### config.mk
export PLATFORM = sky130hd
export DESIGN_NAME = instance_pair_picker
export DESIGN_NICKNAME = d
export VERILOG_FILES = /design/src/rtl/ipp_pkg.sv /design/src/rtl/instance_pair_picker.sv /design/src/rtl/ipp_controller.sv /design/src/rtl/ipp_datapath.sv
export SDC_FILE = /design/constraint.sdc
export NUM_CORES = 1
export LEC_CHECK = 0
export BUFFER_PORTS_ARGS = -buffer_cell sky130_fd_sc_hd__buf_2
export CAP_MARGIN = 20
export CORE_AREA = 2 2 83 145
export DETAILED_ROUTE_END_ITERATION = 12
export DIE_AREA = 0 0 85 147
export PLACE_DENSITY = 0.81
export REMOVE_ABC_BUFFERS = 1
export SYNTH_ARGS = -nofsm -noshare
export SYNTH_HDL_FRONTEND = slang
export SYNTH_SLANG_ARGS = --single-unit
### constraint.sdc
create_clock -name clk -period 5.16 [get_ports clk]
set_input_delay 0.516 -clock clk [delete_from_list [all_inputs] [get_ports clk]]
set_output_delay 0.516 -clock clk [all_outputs]
set_load 0.02 [all_outputs]
### src/rtl/ipp_pkg.sv
// ipp_pkg: shared types and codes for the instance pair picker.
// Holds the input and result structs, life-state, function and register codes.
// No dependencies.
package ipp_pkg;

    localparam int MASK_W = 16;
    localparam int CNT_W  = 5;
    localparam logic [CNT_W-1:0] CNT_MAX = 5'd31;

    // life states
    localparam logic [1:0] ST_SLEEP = 2'd0;
    localparam logic [1:0] ST_ALLOC = 2'd1;
    localparam logic [1:0] ST_AWAKE = 2'd2;
    localparam logic [1:0] ST_DRAIN = 2'd3;

    // function codes
    localparam logic [1:0] FN_SET  = 2'd0;
    localparam logic [1:0] FN_PICK = 2'd1;
    localparam logic [1:0] FN_READ = 2'd2;

    // configuration register indexes
    localparam logic REG_PREFILL_MASK = 1'b0;
    localparam logic REG_DECODE_MASK  = 1'b1;

    typedef struct packed {
        logic [1:0] func;
        logic [3:0] slot;
        logic [1:0] req_state;
    } in_t;

    typedef struct packed {
        logic             ok;
        logic [3:0]       prefill_slot;
        logic [3:0]       decode_slot;
        logic [1:0]       slot_status;
        logic [CNT_W-1:0] awake_count;
        logic [CNT_W-1:0] allocated_count;
        logic             waking_up;
    } out_t;

    typedef struct packed {
        logic capture;
        logic execute;
    } ctrl_t;

endpackage

### src/rtl/instance_pair_picker.sv
// instance_pair_picker: top level, joins ipp_controller and ipp_datapath.
// Uses ipp_pkg for payload types.
//
//  channel  | handshake               | payload
//  ---------+-------------------------+--------------------------------
//  request  | start / busy            | item   (ipp_pkg::in_t)
//  result   | done (one-cycle strobe) | result (ipp_pkg::out_t)
//  config   | cfg_valid / cfg_ready   | cfg_index, cfg_data
//
// Every transaction is captured, then executed; the execute step is where
// both rotated priority encoders run over the awake and role vectors.
// done pulses the cycle after execute; a new request may be taken in that cycle.
// Reset clears all slots to sleep, pointers, counters and masks at once.
// The result side cannot stall; cfg_ready is always high.
module instance_pair_picker #(
    parameter int SLOTS = 16
) (
    input  logic                       clk,
    input  logic                       rst_n,
    input  logic                       start,
    output logic                       busy,
    input  ipp_pkg::in_t               item,
    output logic                       done,
    output ipp_pkg::out_t              result,
    input  logic                       cfg_valid,
    output logic                       cfg_ready,
    input  logic                       cfg_index,
    input  logic [ipp_pkg::MASK_W-1:0] cfg_data
);

    ipp_pkg::ctrl_t cmd;

    assign cfg_ready = 1'b1;

    ipp_controller u_ctrl (
        .clk   (clk),
        .rst_n (rst_n),
        .start (start),
        .busy  (busy),
        .done  (done),
        .cmd   (cmd)
    );

    ipp_datapath #(
        .SLOTS (SLOTS)
    ) u_dp (
        .clk       (clk),
        .rst_n     (rst_n),
        .cmd       (cmd),
        .item      (item),
        .cfg_we    (cfg_valid && cfg_ready),
        .cfg_index (cfg_index),
        .cfg_data  (cfg_data),
        .result    (result)
    );

endmodule

### src/rtl/ipp_controller.sv
// ipp_controller: two-state sequencer for the instance pair picker.
// Issues capture/execute commands and the result strobe. Uses ipp_pkg.
module ipp_controller (
    input  logic          clk,
    input  logic          rst_n,
    input  logic          start,
    output logic          busy,
    output logic          done,
    output ipp_pkg::ctrl_t cmd
);

    localparam logic S_IDLE = 1'b0;
    localparam logic S_EXEC = 1'b1;

    logic state_reg;
    logic state_next;
    logic done_reg;

    always_comb
    begin
        state_next = state_reg;
        unique case (state_reg)
            S_IDLE:
            begin
                if (start)
                begin
                    state_next = S_EXEC;
                end
            end
            S_EXEC:
            begin
                state_next = S_IDLE;
            end
            default:
            begin
                state_next = S_IDLE;
            end
        endcase
    end

    always_ff @(posedge clk or negedge rst_n)
    begin
        if (!rst_n)
        begin
            state_reg <= S_IDLE;
            done_reg  <= 1'b0;
        end
        else
        begin
            state_reg <= state_next;
            done_reg  <= (state_reg == S_EXEC);
        end
    end

    assign busy        = (state_reg == S_EXEC);
    assign done        = done_reg;
    assign cmd.capture = start && (state_reg == S_IDLE);
    assign cmd.execute = (state_reg == S_EXEC);

endmodule

### src/rtl/ipp_datapath.sv
// ipp_datapath: slot life states, counters, role masks and round-robin search.
// Driven by ipp_controller commands. Uses ipp_pkg.
module ipp_datapath #(
    parameter int SLOTS = 16
) (
    input  logic                       clk,
    input  logic                       rst_n,
    input  ipp_pkg::ctrl_t             cmd,
    input  ipp_pkg::in_t               item,
    input  logic                       cfg_we,
    input  logic                       cfg_index,
    input  logic [ipp_pkg::MASK_W-1:0] cfg_data,
    output ipp_pkg::out_t              result
);

    localparam int SW = $clog2(SLOTS);
    localparam int CW = ipp_pkg::CNT_W;

    ipp_pkg::in_t  item_reg;
    ipp_pkg::out_t result_reg;
    ipp_pkg::out_t result_next;

    logic [ipp_pkg::MASK_W-1:0] prefill_mask_reg;
    logic [ipp_pkg::MASK_W-1:0] decode_mask_reg;
    logic [1:0]    life_reg [SLOTS];
    logic [SW-1:0] p_ptr_reg;
    logic [SW-1:0] p_ptr_next;
    logic [SW-1:0] d_ptr_reg;
    logic [SW-1:0] d_ptr_next;
    logic [CW-1:0] awake_reg;
    logic [CW-1:0] awake_next;
    logic [CW-1:0] alloc_reg;
    logic [CW-1:0] alloc_next;

    logic [SLOTS-1:0] p_mem;
    logic [SLOTS-1:0] d_mem;
    logic [SLOTS-1:0] awake_vec;
    logic [SLOTS-1:0] p_geq;
    logic [SLOTS-1:0] d_geq;
    logic [SLOTS-1:0] p_elig;
    logic [SLOTS-1:0] d_elig;

    logic [SW-1:0] slot_idx;
    logic          in_range;
    logic [1:0]    cur;
    logic          set_ok;
    logic          life_we;
    logic [SW-1:0] p_hit;
    logic [SW-1:0] d_hit;
    logic          p_found;
    logic          d_found;

    function automatic logic [SW-1:0] first_set(input logic [SLOTS-1:0] v);
        logic [SW-1:0] r;
        r = '0;
        for (int i = SLOTS - 1; i >= 0; i--)
        begin
            if (v[i])
            begin
                r = SW'(i);
            end
        end
        return r;
    endfunction

    function automatic logic [SW-1:0] rr_pick(input logic [SLOTS-1:0] elig,
                                              input logic [SLOTS-1:0] geq);
        logic [SLOTS-1:0] hi;
        hi = elig & geq;
        return (|hi) ? first_set(hi) : first_set(elig);
    endfunction

    function automatic logic [SW-1:0] wrap_inc(input logic [SW-1:0] p);
        return (p == SW'(SLOTS - 1)) ? '0 : p + 1'b1;
    endfunction

    function automatic logic [CW-1:0] sat_inc(input logic [CW-1:0] c);
        return (c == ipp_pkg::CNT_MAX) ? c : c + 1'b1;
    endfunction

    function automatic logic [CW-1:0] sat_dec(input logic [CW-1:0] c);
        return (c == '0) ? c : c - 1'b1;
    endfunction

    genvar g;
    generate
        for (g = 0; g < SLOTS; g++)
        begin : g_slot
            if (g < ipp_pkg::MASK_W)
            begin : g_mask
                assign p_mem[g] = prefill_mask_reg[g];
                assign d_mem[g] = decode_mask_reg[g];
            end
            else
            begin : g_nomask
                assign p_mem[g] = 1'b0;
                assign d_mem[g] = 1'b0;
            end
            assign awake_vec[g] = (life_reg[g] == ipp_pkg::ST_AWAKE);
            assign p_geq[g]     = (32'(g) >= 32'(p_ptr_reg));
            assign d_geq[g]     = (32'(g) >= 32'(d_ptr_reg));
        end
    endgenerate

    assign p_elig   = p_mem & awake_vec;
    assign d_elig   = d_mem & awake_vec;
    assign p_found  = |p_elig;
    assign d_found  = |d_elig;
    assign p_hit    = rr_pick(p_elig, p_geq);
    assign d_hit    = rr_pick(d_elig, d_geq);

    assign slot_idx = SW'(item_reg.slot);
    assign in_range = (32'(item_reg.slot) < 32'(SLOTS));
    assign cur      = in_range ? life_reg[slot_idx] : ipp_pkg::ST_SLEEP;

    always_comb
    begin
        set_ok      = 1'b0;
        awake_next  = awake_reg;
        alloc_next  = alloc_reg;
        p_ptr_next  = p_ptr_reg;
        d_ptr_next  = d_ptr_reg;
        result_next = '0;

        unique case (item_reg.func)
            ipp_pkg::FN_SET:
            begin
                if (in_range)
                begin
                    case (item_reg.req_state)
                        ipp_pkg::ST_SLEEP:
                        begin
                            set_ok = 1'b1;
                            if (cur == ipp_pkg::ST_AWAKE)
                            begin
                                awake_next = sat_dec(awake_reg);
                                alloc_next = sat_dec(alloc_reg);
                            end
                            else if (cur == ipp_pkg::ST_ALLOC)
                            begin
                                alloc_next = sat_dec(alloc_reg);
                            end
                        end
                        ipp_pkg::ST_ALLOC:
                        begin
                            if (cur == ipp_pkg::ST_SLEEP)
                            begin
                                set_ok     = 1'b1;
                                alloc_next = sat_inc(alloc_reg);
                            end
                        end
                        ipp_pkg::ST_AWAKE:
                        begin
                            if (cur == ipp_pkg::ST_ALLOC)
                            begin
                                set_ok     = 1'b1;
                                awake_next = sat_inc(awake_reg);
                            end
                        end
                        default:
                        begin
                            if (cur == ipp_pkg::ST_AWAKE)
                            begin
                                set_ok     = 1'b1;
                                awake_next = sat_dec(awake_reg);
                                alloc_next = sat_dec(alloc_reg);
                            end
                        end
                    endcase
                end
            end
            ipp_pkg::FN_PICK:
            begin
                if ((|p_mem) && (|d_mem) && p_found)
                begin
                    if (d_found)
                    begin
                        result_next.ok           = 1'b1;
                        result_next.prefill_slot = 4'(p_hit);
                        result_next.decode_slot  = 4'(d_hit);
                        p_ptr_next               = wrap_inc(p_hit);
                        d_ptr_next               = wrap_inc(d_hit);
                    end
                    else
                    begin
                        p_ptr_next = p_hit;
                    end
                end
            end
            default:
            begin
            end
        endcase

        if (set_ok)
        begin
            result_next.ok = 1'b1;
        end
        result_next.slot_status     = set_ok ? item_reg.req_state : cur;
        result_next.awake_count     = awake_next;
        result_next.allocated_count = alloc_next;
        result_next.waking_up       = (alloc_next != '0);
    end

    assign life_we = cmd.execute && set_ok;

    always_ff @(posedge clk)
    begin
        if (cmd.capture)
        begin
            item_reg <= item;
        end
        if (cmd.execute)
        begin
            result_reg <= result_next;
        end
    end

    always_ff @(posedge clk or negedge rst_n)
    begin
        if (!rst_n)
        begin
            prefill_mask_reg <= '0;
            decode_mask_reg  <= '0;
            p_ptr_reg        <= '0;
            d_ptr_reg        <= '0;
            awake_reg        <= '0;
            alloc_reg        <= '0;
            for (int i = 0; i < SLOTS; i++)
            begin
                life_reg[i] <= ipp_pkg::ST_SLEEP;
            end
        end
        else
        begin
            if (cfg_we)
            begin
                if (cfg_index == ipp_pkg::REG_PREFILL_MASK)
                begin
                    prefill_mask_reg <= cfg_data;
                end
                else
                begin
                    decode_mask_reg <= cfg_data;
                end
            end
            if (cmd.execute)
            begin
                p_ptr_reg <= p_ptr_next;
                d_ptr_reg <= d_ptr_next;
                awake_reg <= awake_next;
                alloc_reg <= alloc_next;
            end
            if (life_we)
            begin
                life_reg[slot_idx] <= item_reg.req_state;
            end
        end
    end

    assign result = result_reg;

endmodule

==> metrics.md <==
| Metric | Value |
|---|---|
| Largest net degree at the start of global routing | `85` |
| Post-CTS sizing | `0` |
| Placement Setup Slack | `1.41 ns` |
| Top FF cell, synth | `dfrtp_1` |
| Starting DRC count in detailed routing | `585` |
| Share of layout cells above drive strength 1 | `0.224` |
| Leakage | `0.00351 uW` |
| CP endpoint kind | `flip-flop` |
| Total CTS buffers | `17` |
| Post-CTS Setup Bufs | `0` |
| Pre-antenna DRT Iters | `7` |
| Worst r2r dst | `u_dp.p_ptr_reg[1]$_DFFE_PN0P_` |
| Setup Total Neg Slack | `0 ns` |
| DR WL/cell | `23.5 um` |
| Crit share post-route | `0.743` |
| Mapped cell area | `0.00724 sq mm` |
| Crit Path Category | `flip-flop to flip-flop` |
| Initial Util | `0.636` |
| Layout Nets | `812` |
| Post-synth EDFFs | `30` |
| Core Region | `0.0114 sq mm` |
| Num rows | `52` |
| Clk slew on worst S/H paths | `0.06 ns` |
| Routability cong. | `1.04` |
| Post-route setup slack | `1.33 ns` |
| Hold-fix buffers, CTS | `0` |
| Synth cell types | `76` |
| DR vias | `6454` |
| Clock sinks | `114` |
| Crit Path Max Fanout | `17` |
| Detailed Place HPWL | `15.8 mm` |
| Critical Path Start Type | `flip-flop` |
| Chip Height | `147 um` |
| Max FFs per register | `32` |
| All-Layer GR Usage | `0.359` |
| Number of global-route vias before repair | `6293` |
| Post-DRT Antenna Nets | `0` |
| Vias per cell | `7.01` |
| Status | `completed` |
| Synth-to-Final Area Change | `12.8%` |
| Total Die Area | `0.0125 sq mm` |
| Reg2Reg Setup Slack | `1.33 ns` |
| Arrival time worst endpoint | `4.14 ns` |
| Initial antenna violation count | `0` |
| Setup-failing EPs final | `0` |
| Peak supply drop | `0.000297 V` |
| RSZ-0062 raised after global routing | `false` |
| Worst skew pair latency | `0.42 ns` |
| Non-Filler Instances | `921` |
| Port Buffers | `52` |
| Post-Syn Instances | `733` |
| CTS tree | `yes` |
| Seq cells post-synth | `114` |
| Final min period | `3.83 ns` |
| H-tree levels | `4` |
| Pins Over Slew Limit | `0` |
| Global-route wire length before repair | `34.5 mm` |
| Worst-Margin Slew | `1.06 ns` |
| Diode count | `0` |
| Pwr Density | `374 mW/mm^2` |
| Synthesized area per cell | `9.88 sq um` |
| Final hold violations | `0` |
| Worst Reg2Reg Path Length in Cells | `9` |
| CTS root buffer | `clkbuf_16` |
| Max cap viols | `0` |
| DR DRC count | `0` |
| R2R Path Start | `u_dp.p_ptr_reg[1]$_DFFE_PN0P_` |
| I/O pins | `54` |
| YS warnings | `0` |
| Seq/Total Area, Yosys | `0.415` |
| Asr flop ratio synth | `0.737` |
| WP data required | `5.47 ns` |
| Chip width | `85 um` |
| FMAX | `261 MHz` |
| Worst Clk Skew | `0.00941 ns` |
| Worst slew margin | `0.276` |
| Congestion Overflow GR | `0` |
| Maximum buffer depth of the clock tree | `2` |
| Placed Cells | `888` |
| Worst hold-check path type | `input pin to async pin` |
| Post-Route WL | `21.6 mm` |
worst max path at each step:
stage	startpoint	endpoint	slack, ns	cells after the start
global placement	u_dp.slot_idx[2]$_DFFE_PP_	u_dp.life_reg[23]$_DFFE_PN0P_	1.47	8
global route	u_dp.p_ptr_reg[0]$_DFFE_PN0P_	u_dp.p_ptr_reg[1]$_DFFE_PN0P_	1.05	9
detailed placement	u_dp.slot_idx[2]$_DFFE_PP_	u_dp.life_reg[22]$_DFFE_PN0P_	1.41	8
CTS	u_dp.slot_idx[2]$_DFFE_PP_	u_dp.life_reg[23]$_DFFE_PN0P_	1.40	8
finish	u_dp.p_ptr_reg[1]$_DFFE_PN0P_	u_dp.p_ptr_reg[1]$_DFFE_PN0P_	1.33	9
floorplan	u_dp.slot_idx[2]$_DFFE_PP_	u_dp.life_reg[22]$_DFFE_PN0P_	1.62	8
cell usage in the layout (no fill, tap or decap), types with 4 or more instances in the layout:
cell / instances
nor2_1: 59
inv_6: 6
inv_1: 22
nand3b_1: 30
o21ai_0: 35
and3b_1: 18
a21oi_1: 45
a22o_1: 5
and2_1: 9
buf_2: 51
a211oi_1: 5
mux2i_1: 9
nand2b_1: 5
o211ai_1: 6
or3_1: 4
clkbuf_16: 17
dfrtp_1: 84
a22oi_1: 6
and3_1: 7
ha_1: 10
o21a_1: 4
mux4_1: 4
nand3_1: 23
edfxtp_1: 30
a31oi_1: 12
nor4bb_1: 4
nor2b_1: 10
mux4_2: 6
nor4_1: 12
mux2_2: 69
nand4_1: 12
nand2_1: 57
xnor2_1: 6
nor3_1: 15
o22ai_1: 12
kinds of logic after synthesis:
kind of cell	after synthesis	share of synthesized area
DFF	114	0.415
muxes	90	0.157
xor gates and xnor gates	8	0.00967
and+or+nand+nor	280	0.215
buffers and inverters	57	0.0311
AOI/OAI and AO/OA	173	0.155
other	1	0.000518
adders and majority gates	10	0.0173
worst max-delay path, stage by stage, from the launching register on:
cell      delay [ns]
dfrtp_1         0.67
nand3_1         0.23
a21bo_2         0.27
a2bb2o_1        0.31
nor4b_1         0.68
nand2_1         0.11
o32ai_1         0.58
ha_1            0.33
mux2_2          0.26
mux2_2          0.25
through the flow:
| step | total power, uW | hold WS (ns) | area, sq um | utilization |
|---|---|---|---|---|
| floorplan | 1650 | 0.220 | 7110 | - |
| global placement | 1850 | 0.534 | 7550 | 0.663 |
| detailed placement | 1870 | 0.544 | 7550 | 0.663 |
| CTS | 3050 | 0.264 | 8140 | 0.715 |
| global route | 3180 | 0.0314 | 8170 | 0.717 |
| finish | 3060 | 0.00812 | 8170 | 0.717 |
where the power goes:
part | internal (uW) | switching [uW]
Sequential | 1030 | 213
Combinational | 281 | 360
Clock | 685 | 488
cell usage after synthesis, types with 12 or more instances:
cell | count | area (sq um)
nand3_1 | 23 | 115
nand2_1 | 57 | 214
nand4_1 | 12 | 75.1
a31oi_1 | 12 | 75.1
edfxtp_1 | 30 | 901
mux2_2 | 69 | 777
o21ai_0 | 35 | 175
nor4_1 | 12 | 75.1
nor3_1 | 15 | 75.1
nand3b_1 | 30 | 225
dfrtp_1 | 84 | 2100
nor2_1 | 59 | 221
clkbuf_1 | 30 | 113
a21oi_1 | 45 | 225
inv_1 | 22 | 82.6
o22ai_1 | 12 | 75.1
and3b_1 | 18 | 158
routing by layer:
metal,up-vias,routed length [um],track usage,share of wire
met1,3134,7640,0.408,0.35
met5,-,0,0,0
met2,355,11300,0.627,0.52
met3,93,1350,0.0534,0.062
met4,0,1310,0.209,0.060
li1,2872,-,-,-
area by class of cell:
type	count	area [sq um]
tap	135	169
fill	834	3220
multi-input combinational	562	4020
clock buffer	17	425
timing repair buffer	55	305
clock inverter	15	164
sequential	114	3000
inverter	23	86.3
(Power assumes the default switching activity.)
